--- config.mk ---
export PLATFORM = sky130hd
export DESIGN_NAME = xml_top_declaration_recognizer
export DESIGN_NICKNAME = d
export VERILOG_FILES = /design/src/rtl/xtdr_pkg.sv /design/src/rtl/xml_top_declaration_recognizer.sv
export SDC_FILE = /design/constraint.sdc
export NUM_CORES = 1
export LEC_CHECK = 0
export BUFFER_PORTS_ARGS = -buffer_cell sky130_fd_sc_hd__buf_2
export CORE_MARGIN = 2
export CORE_UTILIZATION = 55
export DETAILED_ROUTE_END_ITERATION = 16
export MAX_ROUTING_LAYER = met4
export PLACE_DENSITY = 0.74
export SYNTH_ARGS = -nofsm -noshare
export SYNTH_HDL_FRONTEND = slang
export SYNTH_SLANG_ARGS = --single-unit
--- constraint.sdc ---
create_clock -name clk -period 7.6 [get_ports clk]
set_input_delay 2.28 -clock clk [delete_from_list [all_inputs] [get_ports clk]]
set_output_delay 2.28 -clock clk [all_outputs]
set_load 0.05 [all_outputs]
--- src/rtl/xtdr_pkg.sv ---
`default_nettype none
package xtdr_pkg;

  // Counter and bracket depth widths
  localparam int COUNT_BITS = 16;
  localparam int DEPTH_BITS = 8;

  typedef enum logic [2:0] {
    ST_MATCH   = 3'd0,
    ST_EMPTY   = 3'd1,
    ST_NONE    = 3'd2,
    ST_BAD_XML = 3'd3,
    ST_BAD_DOC = 3'd4
  } status_t;

  typedef logic [COUNT_BITS-1:0] count_t;
  typedef logic [DEPTH_BITS-1:0] depth_t;

  function automatic logic [7:0] mark_byte(input logic [1:0] idx);
    case (idx)
      2'd0:    return 8'hEF;
      2'd1:    return 8'hBB;
      default: return 8'hBF;
    endcase
  endfunction

  function automatic logic [7:0] xml_word(input logic [3:0] idx);
    case (idx)
      4'd0:    return 8'h3C; // <
      4'd1:    return 8'h3F; // ?
      4'd2:    return 8'h78; // x
      4'd3:    return 8'h6D; // m
      default: return 8'h6C; // l
    endcase
  endfunction

  function automatic logic [7:0] doc_word(input logic [3:0] idx);
    case (idx)
      4'd0:    return 8'h3C; // <
      4'd1:    return 8'h21; // !
      4'd2:    return 8'h44; // D
      4'd3:    return 8'h6F; // o
      4'd4:    return 8'h63; // c
      4'd5:    return 8'h74; // t
      4'd6:    return 8'h79; // y
      4'd7:    return 8'h70; // p
      default: return 8'h65; // e
    endcase
  endfunction

  function automatic logic is_ws(input logic [7:0] c);
    return (c == 8'h20) || (c == 8'h09) || (c == 8'h0D) || (c == 8'h0A);
  endfunction

  function automatic logic is_letter(input logic [7:0] c);
    return ((c >= 8'h61) && (c <= 8'h7A)) || ((c >= 8'h41) && (c <= 8'h5A));
  endfunction

  function automatic logic is_first(input logic [7:0] c);
    return is_letter(c) || (c == 8'h5F) || (c == 8'h3A);
  endfunction

  function automatic logic is_namec(input logic [7:0] c);
    return is_first(c) || ((c >= 8'h30) && (c <= 8'h39)) || (c == 8'h2D) || (c == 8'h2E);
  endfunction

  function automatic count_t sat_inc(input count_t v);
    return (v == '1) ? v : v + count_t'(1);
  endfunction

  // Output counts are 16 bits; larger counts show as all ones
  function automatic logic [15:0] clamp_out(input count_t v);
    logic [32:0] w;
    w = 33'(v);
    return (w > 33'h0FFFF) ? 16'hFFFF : w[15:0];
  endfunction

endpackage
`default_nettype wire

--- src/rtl/xml_top_declaration_recognizer.sv ---
// Recognizer for the top declaration of an XML document.
// Input channel: one document byte per request (data_byte) with last_byte
// marking the final byte; accepted when in_valid is high and in_stall low.
// Output channel: at most one request per document (status, decl_kind,
// lead_skip, decl_length); taken when out_valid is high and out_stall low.
// A leading byte-order mark and whitespace are skipped, then "<?xml ...?>"
// or "<!Doctype name ...>" is matched. The result is produced as soon as the
// outcome is known, or with the last byte; later bytes of that document are
// swallowed until last_byte, which returns the parser to its reset state.
// Latency: the result is registered and appears the cycle after the byte
// that decides it. Throughput: one byte per cycle while in_stall is low;
// the whole per-byte update is one pass of compares and a counter
// increment into the state registers. The output register frees the input
// side: a new byte is taken while the result is being handed over, and
// in_stall rises only when a result is held and out_stall is high.
// Reset (rst, synchronous) clears the parser state and drops any pending
// result.
`default_nettype none
module xml_top_declaration_recognizer (
  input  wire logic              clk,
  input  wire logic              rst,
  input  wire logic              in_valid,
  output logic                   in_stall,
  input  wire logic [7:0]        data_byte,
  input  wire logic              last_byte,
  output logic                   out_valid,
  input  wire logic              out_stall,
  output xtdr_pkg::status_t      status,
  output logic                   decl_kind,
  output logic [15:0]            lead_skip,
  output logic [15:0]            decl_length
);
  import xtdr_pkg::*;

  typedef enum logic [3:0] {
    PH_MARK, PH_SPACE, PH_OPEN, PH_XML_TOKEN, PH_DOC_TOKEN,
    PH_XML_BODY, PH_DOC_NAME, PH_DOC_REST, PH_DONE
  } phase_t;

  typedef enum logic [1:0] { Q_NONE, Q_DOUBLE, Q_SINGLE } quote_t;
  typedef enum logic [1:0] { NP_WS, NP_GAP, NP_NAME } name_t;

  // parser state
  phase_t     phase, phase_next;
  logic [1:0] mark_index, mark_index_next;
  logic [3:0] token_index, token_index_next;
  logic       body_space_seen, body_space_seen_next;
  logic       prev_question, prev_question_next;
  quote_t     quote_mode, quote_mode_next;
  depth_t     bracket_depth, bracket_depth_next;
  name_t      name_phase, name_phase_next;
  count_t     skip_count, skip_count_next;
  count_t     length_count, length_count_next;

  // result of this byte
  logic       res_fire;
  status_t    res_status;
  logic       res_kind;
  logic       res_with_len;
  logic       do_space;
  logic       accept;

  // The output register is the only thing that can hold the input back
  assign in_stall = out_valid && out_stall;
  assign accept   = in_valid && !in_stall;

  always_comb begin
    phase_next           = phase;
    mark_index_next      = mark_index;
    token_index_next     = token_index;
    body_space_seen_next = body_space_seen;
    prev_question_next   = prev_question;
    quote_mode_next      = quote_mode;
    bracket_depth_next   = bracket_depth;
    name_phase_next      = name_phase;
    skip_count_next      = skip_count;
    length_count_next    = length_count;
    res_fire             = 1'b0;
    res_status           = ST_NONE;
    res_kind             = 1'b0;
    res_with_len         = 1'b0;
    do_space             = 1'b0;

    if (phase == PH_MARK) begin
      if (mark_index != 2'd3 && data_byte == mark_byte(mark_index)) begin
        mark_index_next = mark_index + 2'd1;
        if (mark_index == 2'd2) begin
          skip_count_next = count_t'(3);
          phase_next      = PH_SPACE;
        end
      end else if (mark_index != 2'd0) begin
        // partial mark
        res_fire   = 1'b1;
        res_status = ST_NONE;
      end else begin
        phase_next = PH_SPACE;
        do_space   = 1'b1;
      end
    end else if (phase == PH_SPACE) begin
      do_space = 1'b1;
    end else if (phase != PH_DONE) begin
      length_count_next = sat_inc(length_count);
      case (phase)
        PH_OPEN: begin
          if (data_byte == xml_word(4'd1)) begin
            token_index_next = 4'd2;
            phase_next       = PH_XML_TOKEN;
          end else if (data_byte == doc_word(4'd1)) begin
            token_index_next = 4'd2;
            phase_next       = PH_DOC_TOKEN;
          end else begin
            res_fire   = 1'b1;
            res_status = ST_NONE;
          end
        end
        PH_XML_TOKEN: begin
          if (token_index >= 4'd5 || data_byte != xml_word(token_index)) begin
            res_fire   = 1'b1;
            res_status = ST_NONE;
          end else begin
            token_index_next = token_index + 4'd1;
            if (token_index == 4'd4) begin
              phase_next           = PH_XML_BODY;
              body_space_seen_next = 1'b0;
              prev_question_next   = 1'b0;
            end
          end
        end
        PH_DOC_TOKEN: begin
          if (token_index >= 4'd9 || data_byte != doc_word(token_index)) begin
            res_fire   = 1'b1;
            res_status = ST_NONE;
          end else begin
            token_index_next = token_index + 4'd1;
            if (token_index == 4'd8) begin
              phase_next      = PH_DOC_NAME;
              name_phase_next = NP_WS;
            end
          end
        end
        PH_XML_BODY: begin
          if (!body_space_seen) begin
            if (!is_ws(data_byte)) begin
              res_fire   = 1'b1;
              res_status = ST_BAD_XML;
            end else begin
              body_space_seen_next = 1'b1;
              prev_question_next   = 1'b0;
            end
          end else if (prev_question && data_byte == 8'h3E) begin
            res_fire     = 1'b1;
            res_status   = ST_MATCH;
            res_with_len = 1'b1;
          end else begin
            prev_question_next = (data_byte == 8'h3F);
          end
        end
        PH_DOC_NAME: begin
          case (name_phase)
            NP_WS: begin
              if (!is_ws(data_byte)) begin
                res_fire   = 1'b1;
                res_status = ST_BAD_DOC;
              end else begin
                name_phase_next = NP_GAP;
              end
            end
            NP_GAP: begin
              if (!is_ws(data_byte)) begin
                if (!is_first(data_byte)) begin
                  res_fire   = 1'b1;
                  res_status = ST_BAD_DOC;
                end else begin
                  name_phase_next = NP_NAME;
                end
              end
            end
            default: begin
              if (!is_namec(data_byte)) begin
                if (data_byte == 8'h3E) begin
                  res_fire     = 1'b1;
                  res_status   = ST_MATCH;
                  res_kind     = 1'b1;
                  res_with_len = 1'b1;
                end else if (!is_ws(data_byte)) begin
                  res_fire   = 1'b1;
                  res_status = ST_BAD_DOC;
                end else begin
                  quote_mode_next    = Q_NONE;
                  bracket_depth_next = '0;
                  phase_next         = PH_DOC_REST;
                end
              end
            end
          endcase
        end
        PH_DOC_REST: begin
          if (quote_mode != Q_NONE) begin
            if ((quote_mode == Q_DOUBLE && data_byte == 8'h22) ||
                (quote_mode == Q_SINGLE && data_byte == 8'h27)) begin
              quote_mode_next = Q_NONE;
            end
          end else if (data_byte == 8'h22) begin
            quote_mode_next = Q_DOUBLE;
          end else if (data_byte == 8'h27) begin
            quote_mode_next = Q_SINGLE;
          end else if (data_byte == 8'h5B) begin
            if (bracket_depth != '1) bracket_depth_next = bracket_depth + depth_t'(1);
          end else if (data_byte == 8'h5D) begin
            if (bracket_depth != '0) bracket_depth_next = bracket_depth - depth_t'(1);
          end else if (data_byte == 8'h3E && bracket_depth == '0) begin
            res_fire     = 1'b1;
            res_status   = ST_MATCH;
            res_kind     = 1'b1;
            res_with_len = 1'b1;
          end
        end
        default: begin
        end
      endcase
    end

    // whitespace skipping, also entered straight from the mark phase
    if (do_space) begin
      if (is_ws(data_byte)) begin
        skip_count_next = sat_inc(skip_count);
      end else if (data_byte != 8'h3C) begin
        res_fire   = 1'b1;
        res_status = ST_NONE;
      end else begin
        length_count_next = count_t'(1);
        token_index_next  = 4'd1;
        phase_next        = PH_OPEN;
      end
    end

    if (res_fire) phase_next = PH_DONE;

    // end of document: report if still undecided
    if (last_byte && phase != PH_DONE && !res_fire) begin
      res_fire     = 1'b1;
      res_kind     = 1'b0;
      res_with_len = 1'b0;
      case (phase_next)
        PH_MARK:     res_status = (mark_index_next != 2'd0) ? ST_NONE : ST_EMPTY;
        PH_SPACE:    res_status = ST_EMPTY;
        PH_XML_BODY: res_status = ST_BAD_XML;
        PH_DOC_NAME,
        PH_DOC_REST: res_status = ST_BAD_DOC;
        default:     res_status = ST_NONE;
      endcase
    end
  end

  always_ff @(posedge clk) begin
    if (rst) begin
      phase           <= PH_MARK;
      mark_index      <= 2'd0;
      token_index     <= 4'd0;
      body_space_seen <= 1'b0;
      prev_question   <= 1'b0;
      quote_mode      <= Q_NONE;
      bracket_depth   <= '0;
      name_phase      <= NP_WS;
      skip_count      <= '0;
      length_count    <= '0;
      out_valid       <= 1'b0;
    end else begin
      if (accept) begin
        if (last_byte) begin
          phase           <= PH_MARK;
          mark_index      <= 2'd0;
          token_index     <= 4'd0;
          body_space_seen <= 1'b0;
          prev_question   <= 1'b0;
          quote_mode      <= Q_NONE;
          bracket_depth   <= '0;
          name_phase      <= NP_WS;
          skip_count      <= '0;
          length_count    <= '0;
        end else begin
          phase           <= phase_next;
          mark_index      <= mark_index_next;
          token_index     <= token_index_next;
          body_space_seen <= body_space_seen_next;
          prev_question   <= prev_question_next;
          quote_mode      <= quote_mode_next;
          bracket_depth   <= bracket_depth_next;
          name_phase      <= name_phase_next;
          skip_count      <= skip_count_next;
          length_count    <= length_count_next;
        end
      end
      if (accept && res_fire) begin
        out_valid <= 1'b1;
      end else if (!out_stall) begin
        out_valid <= 1'b0;
      end
    end
  end

  // result payload, loaded only when a new result is taken in
  always_ff @(posedge clk) begin
    if (accept && res_fire) begin
      status      <= res_status;
      decl_kind   <= res_kind;
      lead_skip   <= clamp_out(skip_count_next);
      decl_length <= res_with_len ? clamp_out(length_count_next) : 16'd0;
    end
  end

  // last byte always brings the parser back to its start
  a_last_resets: assert property (@(posedge clk) disable iff (rst)
    accept && last_byte |=> phase == PH_MARK && skip_count == '0 && mark_index == 2'd0)
    else $error("parser not reset after last byte");

  // a match carries a length, anything else does not
  a_len_match: assert property (@(posedge clk) disable iff (rst)
    out_valid |-> ((status == ST_MATCH) == (decl_length != 16'd0)))
    else $error("declaration length inconsistent with status");

  a_kind_match: assert property (@(posedge clk) disable iff (rst)
    out_valid && decl_kind |-> status == ST_MATCH)
    else $error("doctype kind without a match");

  // once decided mid-document, the parser stays quiet
  a_decided: assert property (@(posedge clk) disable iff (rst)
    accept && res_fire && !last_byte |=> phase == PH_DONE && out_valid)
    else $error("decision not recorded");

endmodule
`default_nettype wire
; ---- Yosys cells after proc, flatten, opt, wreduce, memory -nomap -nowiden
; Memory sizes are Yosys's and may differ from the RTL's. A register that Yosys moved wholly into a read port is not among the register bits.
; Cells that the tools add are included.
[classes]
n_addsub = 6
n_lt_le_gt_ge = 8
n_eq_ne = 70
n_mux = 192
bitwise_logic = 1
n_reduce_logical = 49
[op_table]
columns = op, n
row1 = $mux W16, 15
row2 = $mux W8, 25
row3 = $mux W4, 32
row4 = $eq A8 B6 Y1 const B, 9
row5 = $mux W2, 32
row6 = $mux W1, 56
row7 = $mux W3, 15
row8 = $ne A4 B4 Y1 const B, 11
row9 = $ne A3 B3 Y1 const B, 11
row10 = $add A16 B1 Y16 const B, 2
row11 = $eq A16 B16 Y1 const B, 2
row12 = $eq A4 B3 Y1 const B, 8
row13 = $pmux W7 S4, 1
row14 = $eq A8 B4 Y1 const B, 3
row15 = $eq A8 B7 Y1 const B, 3
row16 = $reduce_and A11 Y1, 2
row17 = $eq A4 B2 Y1 const B, 4
row18 = $ge A8 B7 Y1 const B, 2
row19 = $le A8 B7 Y1 const B, 2
row20 = $ne A8 B8 Y1, 2
row21 = $pmux W4 S4, 1
row22 = $pmux W8 S2, 1
row23 = $reduce_and A15 Y1, 1
row24 = $pmux W7 S2, 1
row25 = 40 further kinds, 85
[word_totals]
regBits = 93
rom_bits = 56
inputBits = 13
word_cells = 342
mem_count = 1
[memory_table]
columns = name, depth, width, rd, rd_ports_with_merged_regs, write_ports, line
row1 = (name not given), 8, 7, 1, 1, 0, xtdr_pkg.sv:38  ; case (idx)

; ---- Depth between registers and ports, before layout
[logic_depth]
depth_word = 22
mapped_depth = 14
ltp_nobuf = 13

; ---- Least setup slack after synthesis
; OpenSTA, ideal clock, no wires.
[synth_path]
path_kind = input port to flip-flop
from = input port data_byte[1]
to = register decl_kind, enable pin
setup_time_ns = 0.441
arrival_ns = 5.660
required_time_ns = 7.159
slack_ns = 1.498
path_stages = 8
path_buffers = 2
cell_sequence = clkbuf_1 > nor2b_1 > nand3_1 > or4_1 > o211a_1 > and3_1 > buf_2 > a21oi_1
[synth_between]
elab_chain_cells = 21
[synth_lines]
columns = item, line
row1 = start: declaration, xml_top_declaration_recognizer.sv:24  ; input wire logic [7:0] data_byte,
row2 = $ge A8 B7 Y1 or $le A8 B7 Y1 (tied branches), xtdr_pkg.sv:56  ; return ((c >= 8'h61) && (c <= 8'h7A)) || ((c >= 8'h41) && (c <= 8'h5A));
row3 = $logic_and A1 B1 Y1, xtdr_pkg.sv:56
row4 = $logic_or A1 B1 Y1, xtdr_pkg.sv:56
row5 = $logic_or A1 B1 Y1 (2 in series), xtdr_pkg.sv:60  ; return is_letter(c) || (c == 8'h5F) || (c == 8'h3A);
row6 = $logic_or A1 B1 Y1 (3 in series), xtdr_pkg.sv:64  ; return is_first(c) || ((c >= 8'h30) && (c <= 8'h39)) || (c == 8'h2D) || (c == 8'h2E);
row7 = $mux W1, xml_top_declaration_recognizer.sv:179  ; if (!is_namec(data_byte)) begin
row8 = $pmux W1 S2, xml_top_declaration_recognizer.sv:159  ; case (name_phase)
row9 = $pmux W1 S6, xml_top_declaration_recognizer.sv:103  ; case (phase)
row10 = [... 2 more ...], n/a
row11 = $mux W1, xml_top_declaration_recognizer.sv:84  ; if (phase == PH_MARK) begin
row12 = $mux W1, xml_top_declaration_recognizer.sv:227  ; end else if (data_byte != 8'h3C) begin
row13 = $mux W1, xml_top_declaration_recognizer.sv:225  ; if (is_ws(data_byte)) begin
row14 = $mux W1 *, xml_top_declaration_recognizer.sv:224  ; if (do_space) begin
row15 = $logic_not A1 Y1, xml_top_declaration_recognizer.sv:240  ; if (last_byte && phase != PH_DONE && !res_fire) begin
row16 = $logic_and A1 B1 Y1, xml_top_declaration_recognizer.sv:240
row17 = $mux W1 *, xml_top_declaration_recognizer.sv:240
row18 = $logic_and A1 B1 Y1 *, xml_top_declaration_recognizer.sv:304  ; if (accept && res_fire) begin
row19 = end signal: assignment, xml_top_declaration_recognizer.sv:306  ; decl_kind <= res_kind;
row20 = end: declaration, xml_top_declaration_recognizer.sv:29  ; output logic decl_kind,
; Mark *: on every way between the ends. The rest lies on a longest branch, timed or not.
; A chain may end at the register's enable or synchronous reset.

; ---- Worst setup path after layout
[layout_path]
from = input port data_byte[6]
to = register decl_length[5], enable pin
[layout_between]
elab_chain_cells = 21
[layout_lines]
columns = item, line
row1 = $ge A8 B7 Y1 or $le A8 B7 Y1 (tied branches), xtdr_pkg.sv:56
row2 = $logic_and A1 B1 Y1, xtdr_pkg.sv:56
row3 = $logic_or A1 B1 Y1, xtdr_pkg.sv:56
row4 = $logic_or A1 B1 Y1 (2 in series), xtdr_pkg.sv:60
row5 = $logic_or A1 B1 Y1 (3 in series), xtdr_pkg.sv:64
row6 = $mux W1, xml_top_declaration_recognizer.sv:179
row7 = $pmux W1 S2, xml_top_declaration_recognizer.sv:159
row8 = $pmux W1 S6, xml_top_declaration_recognizer.sv:103
row9 = [... 2 more ...], n/a
row10 = $mux W1, xml_top_declaration_recognizer.sv:84
row11 = $mux W1, xml_top_declaration_recognizer.sv:227
row12 = $mux W1, xml_top_declaration_recognizer.sv:225
row13 = $mux W1 *, xml_top_declaration_recognizer.sv:224
row14 = $logic_not A1 Y1, xml_top_declaration_recognizer.sv:240
row15 = $logic_and A1 B1 Y1, xml_top_declaration_recognizer.sv:240
row16 = $mux W1 *, xml_top_declaration_recognizer.sv:240
row17 = $logic_and A1 B1 Y1 *, xml_top_declaration_recognizer.sv:304
row18 = end signal: assignment, xml_top_declaration_recognizer.sv:308  ; decl_length <= res_with_len ? clamp_out(length_count_next) : 16'd0;
row19 = end: declaration, xml_top_declaration_recognizer.sv:31  ; output logic [15:0] decl_length
; Marked as above.

==> flow_summary.ini <==
[status]
status = completed

[floorplanning]
die_h_um = 115
initial_utilization = 0.562
die_area_um2 = 13200
ios = 51
rows = 40
die_x_um = 115
coreArea_um2 = 12000

[sta]
max_freq_ghz = 0.193
setup_viol = 0
post-route-period-util = 0.680
relSlewSlack = 0.212
slew_violations = 0
skew_ns = 0.0120
rsz0062_at_grt = no
tightest_slew_ns = 1.18
fin_crit_ns = 5.17
tns_ns = 0
hold_violations = 0

[routing]
wire_per_inst_um = 18.3
via_per_inst = 6.40
drt_iter0_drc = 554
vias = 6109
drt_pre_antenna_iters = 7
final_antenna_net_count = 0
remaining_drc_errors = 0
wl_um = 17400

[pwr]
combinationalPowerShare = 0.115
power_switching_share = 0.280
intPower_uw = 859
p_per_area_nw_per_um2 = 164
clkPwrFrac = 0.404
p_leak_nw = 2.61
ir_drop_mv = 0.0973
switchingPower_uw = 334
seqPwrFrac = 0.480
total_power_mw = 1.19

[yosys]
avgSynthCellArea_um2 = 8.65
synth.top_cell.area_share = 0.190
synth_top_area_cell = dfxtp_1
synth_flop_cell = dfxtp_1
netlist_instances = 781
yosysSeqAreaShare = 0.350
synthTopCellsByArea = dfxtp_1 19%, edfxtp_1 16%, ha_1 4.4%
synth_nets = 819
ys_types = 91
yosysWarnings = 0
syn-cell-area_um2 = 6760
ys_async_sr_fraction = 0
synth_enable_flop_cells = 36
ys_ff_latch = 100

[clocking]
cts_buffer_depth = 2
cts-resized-gates = 0
post_cts_buffers = 0
holdBufCountCts = 0
cts_made_buffers = 9
clkLatencyLatePin_ns = 0.36
cts_sinks = 100
cts_tree = yes
clk_transition_reported_paths_ns = 0.07
root_buffer = clkbuf_16
htree_levels = 3

[grt]
grt_max_degree = 37
grt-ovfl-total = 0
grt_pass1_wl_um = 28500
gr-usage-all-layers = 0.281
grt_pass1_vias = 5705
grt_antenna_before_repair = 0

[cells_and_area]
register_area_um2 = 2360
fin_nets = 840
fillers = 1083
drive_gt1_frac = 0.128
multi_input_area_um2 = 4050
diodes = 0
syn2layout_area_growth_pct = 7.61
utilization = 0.605

[worst_setup_path]
crit_family = simple AND/OR/NAND/NOR gates
cp_num_buf_inv = 1
slowest_stage = a21oi_4
critPathMaxStageDelay_ns = 0.96
criticalPathCategory = primary input to flop
crit_fanout = 36
cp.required_ns = 7.57
crit_chain = buf_2 -> nor3b_2 -> nand3_1 -> or4_1 -> o211a_1 -> and3_1 -> a21oi_4
end_kind = flop
arrival_ns = 5.14
start_kind = primary input

[placed_design]
place_congestion = 0.889
dp_hpwl_um = 12500
numPortBuffers = 50

[hold_path]
hold_path.class = flop to flop

[flow_run]
maxCapViolCount = 0
==> layer usage <==
| metal | global-route usage | vias up | routed length [um] |
|---|---|---|---|
| li1 | - | 2970 | - |
| met1 | 0.361 | 2883 | 7900 |
| met2 | 0.443 | 227 | 8160 |
| met3 | 0.0490 | 29 | 1010 |
| met4 | 0.112 | 0 | 373 |
| met5 | - | - | 0 |
==> cell usage in the layout (no fill, tap or decap), types with 10 or more instances in the layout <==
master / Yosys / final
ha_1: 24 / 24
nor3_1: 22 / 22
a22o_1: 10 / 10
edfxtp_1: 36 / 36
nand2_1: 75 / 75
a31oi_1: 17 / 17
nor2_1: 67 / 67
nand2b_1: 12 / 12
nor2b_1: 19 / 19
dfxtp_1: 64 / 64
a21oi_1: 41 / 40
o211ai_1: 11 / 11
or3_1: 17 / 17
xnor2_1: 13 / 13
o21ai_0: 42 / 42
buf_2: 4 / 50
inv_1: 24 / 24
nand3_1: 40 / 40
nand4_1: 14 / 14
==> worst reg2reg max path, cell delays in order, from the launching register on <==
cell and delay [ns]:
dfxtp_1 0.37, ha_1 0.30, or3_1 0.37, o211a_1 0.24
a311o_2 0.38, a21oi_1 0.36, a221oi_1 0.09, and3_1 0.33
a21oi_4 0.96
==> cell families (layout without fill, tap and decap cells) <==
| family | Yosys count | after routing | synth area share |
|---|---|---|---|
| muxes | 12 | 12 | 0.0185 |
| DFF | 100 | 100 | 0.350 |
| buffers and inverters | 68 | 94 | 0.0530 |
| and+or+nand+nor | 345 | 345 | 0.273 |
| AOI/OAI and AO/OA | 209 | 209 | 0.230 |
| adders and majority gates | 25 | 25 | 0.0474 |
| xor gates and xnor gates | 22 | 22 | 0.0285 |
==> metrics by stage <==
stage	hold WS, ns	instances	instance area (um^2)	worst slack, ns
6_report	0.479	954	7270	2.43
5_1_grt	0.516	954	7270	2.25
4_1_cts	0.481	954	7270	2.42
3_5_place_dp	0.472	938	6960	2.06
3_3_place_gp	0.455	938	6960	2.16
2_1_floorplan	0.447	781	6760	1.50
==> worst paths after layout <==
check | start | end | slack, ns | cells past startpoint
hold / removal | bracket_depth[7]$_SDFFE_PP0P_ | bracket_depth[7]$_SDFFE_PP0P_ | 0.48 | 2
setup reg to reg | token_index[0]$_SDFFE_PP0P_ | decl_length[5]$_SDFFCE_PN0P_ | 3.82 | 8
hold reg to reg | bracket_depth[7]$_SDFFE_PP0P_ | bracket_depth[7]$_SDFFE_PP0P_ | 0.48 | 2
setup / recovery | data_byte[6] | decl_length[5]$_SDFFCE_PN0P_ | 2.43 | 7
==> flip-flops by register name, summed over array words and instances, names as in the netlist, 2 cells and up, named ones only <==
signal	cells
token_index	4
name_phase	2
status	3
skip_count	16
length_count	16
mark_index	2
phase	4
quote_mode	2
lead_skip	16
decl_length	16
bracket_depth	8
==> power groups by stage <==
| stage | registers [mW] | clock network (mW) | logic [mW] |
|---|---|---|---|
| 2_1_floorplan | 0.629 | 0 | 0.0614 |
| 5_1_grt | 0.575 | 0.509 | 0.146 |
| 3_3_place_gp | 0.585 | 0 | 0.135 |
| 4_1_cts | 0.573 | 0.490 | 0.137 |
| 3_5_place_dp | 0.585 | 0 | 0.136 |
| 6_report | 0.573 | 0.482 | 0.137 |
==> synthesized netlist by cell type, types with 14 or more instances <==
library cell  count
edfxtp_1         36
nor2_1           67
nand3_1          40
nor3_1           22
a21oi_1          41
or3_1            17
o21ai_0          42
a31oi_1          17
nand2_1          75
dfxtp_1          64
nor2b_1          19
inv_1            24
nand4_1          14
clkbuf_1         25
ha_1             24
==> area by class of cell <==
class | instances | area share
repair buffers | 54 | 0.0386
clock inverters | 7 | 0.0112
inverters | 24 | 0.0124
clock buffers | 9 | 0.0310
multi-input cells | 613 | 0.557
flip-flops and latches | 100 | 0.325
well taps | 147 | 0.0253
No activity file was read; power rests on OpenSTA's default activity.
